==> src/rtl/tile_sprite_pixel_blitter_top_macros.svh <==
// ----------------------------------------------------------------------------
// Tile sprite pixel blitter assertion macros
// Shorthand for clocked implication checks, disabled while reset is low.
// ----------------------------------------------------------------------------
`ifndef TILE_SPRITE_PIXEL_BLITTER_TOP_MACROS_SVH
`define TILE_SPRITE_PIXEL_BLITTER_TOP_MACROS_SVH

// same-cycle implication
`define TSPB_ASSERT_IMP(lbl, ante, cons, msg) \
  lbl: assert property (@(posedge clk_i) disable iff (!rst_ni) (ante) |-> (cons)) \
    else $error(msg);

// next-cycle implication
`define TSPB_ASSERT_NXT(lbl, ante, cons, msg) \
  lbl: assert property (@(posedge clk_i) disable iff (!rst_ni) (ante) |=> (cons)) \
    else $error(msg);

`endif

==> src/rtl/tspb_pkg.sv <==
// ----------------------------------------------------------------------------
// Tile sprite pixel blitter package
// Shared widths, register codes, reset values, palette table and prep struct.
// ----------------------------------------------------------------------------
`timescale 1ns / 1ps
`default_nettype none

package tspb_pkg;

  localparam int unsigned TilePix   = 64;   // pixels per 8x8 tile
  localparam int unsigned TileSide  = 8;
  localparam int unsigned PixIdxW   = 6;
  localparam int unsigned SideW     = 3;
  localparam int unsigned ShadeW    = 2;
  localparam int unsigned CoordW    = 8;
  localparam int unsigned PosW      = 9;
  localparam int unsigned AddrW     = 16;
  localparam int unsigned ColorW    = 32;
  localparam int unsigned CfgIdxW   = 2;
  localparam int unsigned CfgDataW  = 8;
  localparam int unsigned PalW      = 2;

  typedef enum logic [CfgIdxW-1:0] {
    CFG_SCREEN_WIDTH    = 2'd0,
    CFG_SCREEN_HEIGHT   = 2'd1,
    CFG_PALETTE_STYLE   = 2'd2,
    CFG_SPRITES_ENABLED = 2'd3
  } cfg_reg_e;

  typedef enum logic [PalW-1:0] {
    PAL_GREEN   = 2'd0,
    PAL_GRAY    = 2'd1,
    PAL_VIBRANT = 2'd2
  } palette_e;

  localparam logic [CoordW-1:0] WidthRst   = 8'd160;
  localparam logic [CoordW-1:0] HeightRst  = 8'd144;
  localparam logic [PalW-1:0]   PaletteRst = PAL_GREEN;
  localparam logic              SpritesRst = 1'b1;

  localparam logic [3:0][ColorW-1:0] PalGreen = {
    32'hFF0F380F, 32'hFF306230, 32'hFF8BAC0F, 32'hFF9BBC0F
  };
  localparam logic [3:0][ColorW-1:0] PalGray = {
    32'hFF000000, 32'hFF555555, 32'hFFAAAAAA, 32'hFFFFFFFF
  };
  localparam logic [3:0][ColorW-1:0] PalVibrant = {
    32'hFF081820, 32'hFF346856, 32'hFF88C070, 32'hFFE0F8D0
  };

  // per-pixel shades in raster order after mirroring, plus draw mask
  typedef struct packed {
    logic [TilePix-1:0][ShadeW-1:0] shade;
    logic [TilePix-1:0]             mask;
  } tile_prep_t;

  // unused style code falls back to the green LCD set
  function automatic logic [ColorW-1:0] palette_color(logic [PalW-1:0] sel,
                                                      logic [ShadeW-1:0] shade);
    logic [ColorW-1:0] c;
    unique case (sel)
      PAL_GRAY:    c = PalGray[shade];
      PAL_VIBRANT: c = PalVibrant[shade];
      default:     c = PalGreen[shade];
    endcase
    return c;
  endfunction

endpackage

`default_nettype wire

==> src/rtl/tspb_tile_prep.sv <==
// ----------------------------------------------------------------------------
// Tile sprite pixel blitter tile prep
// Reorders tile shades for mirroring and builds the per-pixel draw mask
// (clipping, transparency and sprite gating) for an incoming beat.
// ----------------------------------------------------------------------------
`timescale 1ns / 1ps
`default_nettype none

module tspb_tile_prep
  import tspb_pkg::*;
(
  input  wire logic [63:0]         tile_rows_top_i,
  input  wire logic [63:0]         tile_rows_bottom_i,
  input  wire logic [PosW-1:0]     pos_x_i,
  input  wire logic [PosW-1:0]     pos_y_i,
  input  wire logic                mirror_x_i,
  input  wire logic                mirror_y_i,
  input  wire logic                transparent_i,
  input  wire logic [CoordW-1:0]   screen_width_i,
  input  wire logic [CoordW-1:0]   screen_height_i,
  input  wire logic                sprites_enabled_i,
  output tile_prep_t               prep_o
);

  logic [2*TilePix-1:0] tile_bits;
  logic [TileSide-1:0]  row_vis;
  logic [TileSide-1:0]  col_vis;

  assign tile_bits = {tile_rows_bottom_i, tile_rows_top_i};

  // sum is 10-bit signed: bit 9 set means off the top/left edge
  always_comb begin
    logic [PosW:0] ysum;
    logic [PosW:0] xsum;
    ysum = '0;
    xsum = '0;
    for (int unsigned k = 0; k < TileSide; k++) begin
      ysum = {pos_y_i[PosW-1], pos_y_i} + (PosW+1)'(k);
      xsum = {pos_x_i[PosW-1], pos_x_i} + (PosW+1)'(k);
      row_vis[k] = !ysum[PosW] && (ysum[PosW-1:0] < {1'b0, screen_height_i});
      col_vis[k] = !xsum[PosW] && (xsum[PosW-1:0] < {1'b0, screen_width_i});
    end
  end

  always_comb begin
    logic [SideW-1:0]   ty;
    logic [SideW-1:0]   tx;
    logic [PixIdxW-1:0] src;
    logic               gated;
    gated = transparent_i && !sprites_enabled_i;
    prep_o = '0;
    for (int unsigned p = 0; p < TilePix; p++) begin
      ty  = SideW'(p >> SideW);
      tx  = SideW'(p);
      src = {ty ^ {SideW{mirror_y_i}}, tx ^ {SideW{mirror_x_i}}};
      prep_o.shade[p] = tile_bits[ShadeW*src +: ShadeW];
      prep_o.mask[p]  = row_vis[ty] && col_vis[tx] && !gated &&
                        !(transparent_i && (prep_o.shade[p] == '0));
    end
  end

endmodule

`default_nettype wire

==> src/rtl/tile_sprite_pixel_blitter_top.sv <==
// ----------------------------------------------------------------------------
// Tile sprite pixel blitter
// Turns one 8x8 2bpp tile into clipped framebuffer pixel writes.
// ----------------------------------------------------------------------------
// Usage:
//   Input channel (in_valid_i / in_stall_o) carries one tile per beat: shades,
//   signed position, mirror flags and the transparent flag. Output channel
//   (out_valid_o / out_stall_i) carries one pixel write per beat, with last
//   set on the final write of a tile. A tile with nothing visible makes no
//   output beats.
//   The tile is registered with a 64-bit draw mask; a scan counter walks the
//   64 pixel slots one per cycle (waiting at a visible slot while the output
//   is stalled); each visible slot is turned into x, y, address (one 8x8
//   multiply) and palette color into the output register. Slots are scanned
//   in order, so the first write of a tile is its lowest visible slot.
//   Writes issue one per cycle while the output is not stalled; a tile
//   occupies the scanner until its last visible slot is issued. The next tile is
//   taken in the cycle the previous tile's last write is issued.
//   Output stall holds the output register; the scan runs past blank slots
//   and waits at the next visible one. Input stall rises while a tile still
//   has writes to issue.
//   Reset clears the scanner and output valid and loads the register
//   defaults: 160 x 144 screen, green palette, sprites enabled.
//   Config writes are taken at any time but must only change while idle.
// ----------------------------------------------------------------------------
`timescale 1ns / 1ps
`default_nettype none
`include "tile_sprite_pixel_blitter_top_macros.svh"

module tile_sprite_pixel_blitter_top
  import tspb_pkg::*;
(
  input  wire logic                clk_i,
  input  wire logic                rst_ni,
  // config
  input  wire logic                cfg_we_i,
  input  wire logic [CfgIdxW-1:0]  cfg_index_i,
  input  wire logic [CfgDataW-1:0] cfg_data_i,
  // tile in
  input  wire logic                in_valid_i,
  output      logic                in_stall_o,
  input  wire logic [63:0]         tile_rows_top_i,
  input  wire logic [63:0]         tile_rows_bottom_i,
  input  wire logic [PosW-1:0]     pos_x_i,
  input  wire logic [PosW-1:0]     pos_y_i,
  input  wire logic                mirror_x_i,
  input  wire logic                mirror_y_i,
  input  wire logic                transparent_i,
  // pixel out
  output      logic                out_valid_o,
  input  wire logic                out_stall_i,
  output      logic [CoordW-1:0]   pix_x_o,
  output      logic [CoordW-1:0]   pix_y_o,
  output      logic [AddrW-1:0]    fb_address_o,
  output      logic [ShadeW-1:0]   shade_o,
  output      logic [ColorW-1:0]   color_o,
  output      logic                last_o
);

  // config registers
  logic [CoordW-1:0] screen_width_q, screen_height_q;
  logic [PalW-1:0]   palette_q;
  logic              sprites_en_q;

  always_ff @(posedge clk_i or negedge rst_ni) begin
    if (!rst_ni) begin
      screen_width_q  <= WidthRst;
      screen_height_q <= HeightRst;
      palette_q       <= PaletteRst;
      sprites_en_q    <= SpritesRst;
    end else if (cfg_we_i) begin
      unique case (cfg_index_i)
        CFG_SCREEN_WIDTH:    screen_width_q  <= cfg_data_i;
        CFG_SCREEN_HEIGHT:   screen_height_q <= cfg_data_i;
        CFG_PALETTE_STYLE:   palette_q       <= cfg_data_i[PalW-1:0];
        CFG_SPRITES_ENABLED: sprites_en_q    <= cfg_data_i[0];
        default: ;
      endcase
    end
  end

  // tile prep
  tile_prep_t prep;

  tspb_tile_prep u_prep (
    .tile_rows_top_i    (tile_rows_top_i),
    .tile_rows_bottom_i (tile_rows_bottom_i),
    .pos_x_i            (pos_x_i),
    .pos_y_i            (pos_y_i),
    .mirror_x_i         (mirror_x_i),
    .mirror_y_i         (mirror_y_i),
    .transparent_i      (transparent_i),
    .screen_width_i     (screen_width_q),
    .screen_height_i    (screen_height_q),
    .sprites_enabled_i  (sprites_en_q),
    .prep_o             (prep)
  );

  // scanner state
  logic [TilePix-1:0][ShadeW-1:0] shade_q;
  logic [TilePix-1:0]             mask_q, mask_d, mask_rest;
  logic [PixIdxW-1:0]             idx_q, idx_d;
  logic [CoordW-1:0]              org_x_q, org_y_q;

  logic load, busy, cur_vis, out_free, emit, step, finishing;

  assign busy      = (mask_q != '0);
  assign cur_vis   = mask_q[idx_q];
  assign out_free  = !out_valid_o || !out_stall_i;
  assign emit      = cur_vis && out_free;
  assign step      = busy && (!cur_vis || out_free);
  assign mask_rest = mask_q & ~(TilePix'(1) << idx_q);
  assign finishing = emit && (mask_rest == '0);

  assign in_stall_o = busy && !finishing;
  assign load       = in_valid_i && !in_stall_o;

  always_comb begin
    mask_d = mask_q;
    idx_d  = idx_q;
    if (load) begin
      mask_d = prep.mask;
      idx_d  = '0;
    end else begin
      if (emit) begin
        mask_d = mask_rest;
      end
      if (step) begin
        idx_d = idx_q + PixIdxW'(1);
      end
    end
  end

  always_ff @(posedge clk_i or negedge rst_ni) begin
    if (!rst_ni) begin
      mask_q <= '0;
      idx_q  <= '0;
    end else begin
      mask_q <= mask_d;
      idx_q  <= idx_d;
    end
  end

  // only the low byte of the position matters: visible coords are 0..254
  always_ff @(posedge clk_i) begin
    if (load) begin
      shade_q <= prep.shade;
      org_x_q <= pos_x_i[CoordW-1:0];
      org_y_q <= pos_y_i[CoordW-1:0];
    end
  end

  // pixel result
  logic [CoordW-1:0] pix_x_d, pix_y_d;
  logic [AddrW-1:0]  addr_d;

  assign pix_x_d = org_x_q + CoordW'(idx_q[SideW-1:0]);
  assign pix_y_d = org_y_q + CoordW'(idx_q[PixIdxW-1:SideW]);
  assign addr_d  = AddrW'(pix_y_d) * AddrW'(screen_width_q) + AddrW'(pix_x_d);

  always_ff @(posedge clk_i or negedge rst_ni) begin
    if (!rst_ni) begin
      out_valid_o <= 1'b0;
    end else if (out_free) begin
      out_valid_o <= emit;
    end
  end

  always_ff @(posedge clk_i) begin
    if (emit) begin
      pix_x_o      <= pix_x_d;
      pix_y_o      <= pix_y_d;
      fb_address_o <= addr_d;
      shade_o      <= shade_q[idx_q];
      color_o      <= palette_color(palette_q, shade_q[idx_q]);
      last_o       <= (mask_rest == '0);
    end
  end

  // checks
  `TSPB_ASSERT_IMP(a_addr_match, out_valid_o,
    fb_address_o == AddrW'(AddrW'(pix_y_o) * AddrW'(screen_width_q) + AddrW'(pix_x_o)),
    "fb_address does not match pixel coordinates")
  `TSPB_ASSERT_IMP(a_in_screen, out_valid_o,
    (pix_x_o < screen_width_q) && (pix_y_o < screen_height_q),
    "pixel write outside screen")
  `TSPB_ASSERT_NXT(a_load_restarts, load, idx_q == '0,
    "scan did not restart at pixel 0 after tile load")

endmodule

`default_nettype wire

==> config.mk <==
export PLATFORM = sky130hd
export DESIGN_NAME = tile_sprite_pixel_blitter_top
export DESIGN_NICKNAME = d
export VERILOG_FILES = /design/src/rtl/tspb_pkg.sv /design/src/rtl/tspb_tile_prep.sv /design/src/rtl/tile_sprite_pixel_blitter_top.sv
export VERILOG_INCLUDE_DIRS = /design/src /design/src/rtl
export SDC_FILE = /design/constraint.sdc
export NUM_CORES = 1
export LEC_CHECK = 0
export BUFFER_PORTS_ARGS = -buffer_cell sky130_fd_sc_hd__buf_2
export CAP_MARGIN = 10
export CELL_PAD_IN_SITES_DETAIL_PLACEMENT = 0
export CELL_PAD_IN_SITES_GLOBAL_PLACEMENT = 1
export CORE_MARGIN = 4
export CORE_UTILIZATION = 45
export CTS_BUF_LIST = sky130_fd_sc_hd__clkbuf_8
export DETAILED_ROUTE_END_ITERATION = 8
export PLACE_DENSITY_LB_ADDON = 0.1
export SETUP_SLACK_MARGIN = 0.4
export SLEW_MARGIN = 20
export SYNTH_ARGS = -nofsm -noshare
export SYNTH_HDL_FRONTEND = slang
export SYNTH_SLANG_ARGS = --single-unit
==> constraint.sdc <==
create_clock -name clk_i -period 7.1 [get_ports clk_i]
set_input_delay 1.065 -clock clk_i [delete_from_list [all_inputs] [get_ports clk_i]]
set_output_delay 1.065 -clock clk_i [all_outputs]
set_load 0.05 [all_outputs]
==> run_results.csv <==
group,metric,value,unit
critical_path,cp.arrival,6.61,ns
drt,drtIter0Drc,2001,
cells_and_area,final_cell_mix,"221 x buf_2, 214 x nand2_1, 199 x edfxtp_1",
clock_tree,path_clk_slew,0.07,ns
cells_and_area,multi_input_area,13900,µm²
clock_tree,clkLatencyLatePin,0.63,ns
drt,antenna_left,0,
worst_hold_path,hold_class,"primary input to async pin",
timing,min_period_over_period,87.8,%
floorplan,initial_core_util,45.9,%
critical_path,crit_type,"register to register",
synthesis,yosysWarnings,0,
cells_and_area,diodes,0,
cells_and_area,syn_to_final_growth,11.6,%
synthesis,synthFlopType,"edfxtp_1",
clock_tree,cts_tree,"built",
synthesis,avgSynthCellArea,11.2,µm²
cells_and_area,fin_cells,2974,
synthesis,synthArstFlopShare,31.1,%
timing,rsz0062_at_grt,"no",
global_route,grtUsageTotal,26.5,%
clock_tree,cts_repair_resize_count,0,
global_route,overflow,0,
timing,tightest_slew,1.10,ns
floorplan,fp.dieArea,55100,µm²
place,place.gp.congestion,0.994,
floorplan,ios,233,
timing,hold_viol_final,0,
synthesis,ys_seq_area_share,35.6,%
drt,num_vias,18387,
place,placedCellCount,2886,
cells_and_area,drive_gt1_share,24.1,%
clock_tree,numCtsBuffers,50,
timing,slew_headroom,27.0,%
global_route,grt_first_pass_wirelength,114,mm
floorplan,rows,82,
critical_path,crit_path_start_kind,"register",
synthesis,ys_ff_latch,289,
clock_tree,clock_path_buffers,3,
clock_tree,cts_setup_buffers,0,
global_route,grt_max_degree,78,
cells_and_area,final_nets,2653,
synthesis,synth_edf_count,199,
floorplan,core_region_area,50500,µm²
clock_tree,root_buffer,"clkbuf_8",
drt,drcViolationCount,0,
clock_tree,clock_sinks,289,
timing,slew_viol_final,0,
synthesis,yosys.cell_types.count,75,
timing,timing.fmax,160,MHz
run,drv_cap,0,
drt,wl_per_cell,25.0,µm
floorplan,die-height,235,µm
timing,min_period,6.24,ns
clock_tree,h-tree-depth,2,
drt,dr.pass1.iters,5,
drt,drt-total-wl,74.3,mm
critical_path,cp_max_fo,28,
clock_tree,hold_buffers,0,
cells_and_area,regArea,8240,µm²
critical_path,required,7.48,ns
cells_and_area,mostFrequentLayoutCell,"buf_2",
drt,avgViaCountPerCell,6.18,
timing,setup_viol,0,
timing,clock_skew,0.0209,ns
synthesis,syn_area,23100,µm²
timing,tns,0,ns
critical_path,end_kind,"register",
floorplan,die_x,235,µm
cells_and_area,nFillCells,4612,
synthesis,netlist_instances,2073,
place,port-buffer-count,224,
global_route,antenna_found_initial,1,
place,dp_hpwl,56.3,mm
outcome,status,"completed",
global_route,grt_pass1_vias,18121,
==> worst max-delay path, cell delays in order (launching register included) <==
cell and delay, ns:
dfrtp_1 0.35, buf_4 0.33, ha_1 0.30, a21o_1 0.16, a21oi_1 0.22, nor2_1 0.10, xor2_1 0.60, nand2_1 0.16
fa_1 0.52, inv_1 0.05, fa_1 0.50, inv_1 0.05, fa_1 0.46, fa_1 0.55, inv_1 0.04, ha_1 0.31
o21ai_0 0.13, a21boi_0 0.27, o21ai_0 0.16, a21oi_1 0.22, a41oi_1 0.18, nor2b_1 0.18, xnor2_1 0.12
==> stage by stage <==
step           util [%]  setup WS, ns  area, µm²  hold slack (ns)
5_1_grt            51.2         0.429      25800            0.468
3_5_place_dp       49.4         0.861      24900            0.501
2_1_floorplan         -          1.43      23200            0.479
6_report           51.2         0.864      25800            0.453
4_1_cts            51.2         0.822      25800            0.432
3_3_place_gp       49.4         0.947      24900            0.488
==> cell type report <==
class | instances | area share [%]
clock buffer | 51 | 2.72
sequential | 289 | 31.9
timing repair buffer | 257 | 5.44
multi-input combinational | 1526 | 53.8
inverter | 142 | 2.06
tap | 672 | 3.25
clock inverter | 37 | 0.833
==> routing by layer <==
metal  routed length (µm)  share of wire, %  global-route usage [%]  vias to the layer above
li1                     -                 -                       -                     8154
met1                33000                44                    39.3                     9322
met2                33200                45                    40.3                      789
met3                 6200               8.3                    5.34                      120
met4                 1850               2.5                    6.37                        2
met5                   13             0.018                       0                        -
==> final timing paths <==
path | start | end | slack, ns | cells after the start
max | idx_q[4] | fb_address_o[13] | 0.86 | 22
min | rst_ni | mask_q[49] | 0.45 | 1
max reg2reg | idx_q[4] | fb_address_o[13] | 0.86 | 22
min reg2reg | screen_height_q[3] | screen_height_q[3] | 0.52 | 1
max in group asynchronous | rst_ni | idx_q[0] | 5.51 | 2
min in group clk_i | screen_height_q[3] | screen_height_q[3] | 0.52 | 1
==> state kept, by name, summed over array words and instances (netlist names) <==
register / count
color_o: 20
fb_address_o: 16
idx_q: 6
last_o: 1
mask_q: 64
org_x_q: 8
org_y_q: 8
out_valid_o: 1
palette_q: 2
pix_x_o: 8
pix_y_o: 8
screen_height_q: 8
screen_width_q: 8
shade_o: 2
shade_q: 128
sprites_en_q: 1
==> cells in the mapped netlist, types with 7 or more instances <==
library cell,count,share of area (%)
a211oi_1,7,0.23
a21boi_0,12,0.39
a21o_1,26,0.84
a21oi_1,60,1.3
a31oi_1,10,0.27
a32o_1,12,0.52
and2_1,28,0.76
buf_1,20,0.32
buf_2,9,0.19
buf_4,16,0.52
buf_6,7,0.34
clkbuf_1,67,1.1
dfrtp_1,85,9.2
edfxtp_1,199,26
fa_1,46,4.0
ha_1,177,9.6
inv_1,139,2.3
mux2_2,16,0.78
mux2i_1,14,0.61
mux4_2,182,18
nand2_1,214,3.5
nand2b_1,9,0.24
nand3_1,26,0.56
nand3b_1,9,0.29
nand4_1,25,0.68
nor2_1,155,2.5
nor2b_1,12,0.32
nor3_1,16,0.35
nor4_1,26,0.70
o211ai_1,9,0.29
o21a_1,27,0.88
o21ai_0,160,3.5
o21ai_1,9,0.19
o221ai_1,8,0.30
o2bb2ai_1,42,1.6
o32ai_1,12,0.45
or2_2,10,0.27
xnor2_1,57,2.2
xor2_1,41,1.6
==> logic make-up (layout without fill, tap and decap cells) <==
kind of cell | after synthesis | in the layout | share of synthesized area, %
other cells | 1 | 8 | 0.0162
fa+ha+maj | 223 | 223 | 13.5
buf+inv | 265 | 487 | 4.85
compound gates | 434 | 434 | 12.3
flops | 289 | 289 | 35.6
simple gates | 551 | 551 | 10.9
xor+xnor | 98 | 98 | 3.71
mux | 212 | 212 | 19.1
Power is left out: the tool's default activity adds up to more than one toggle a clock period on the data nets, which glitch-free logic cannot reach.
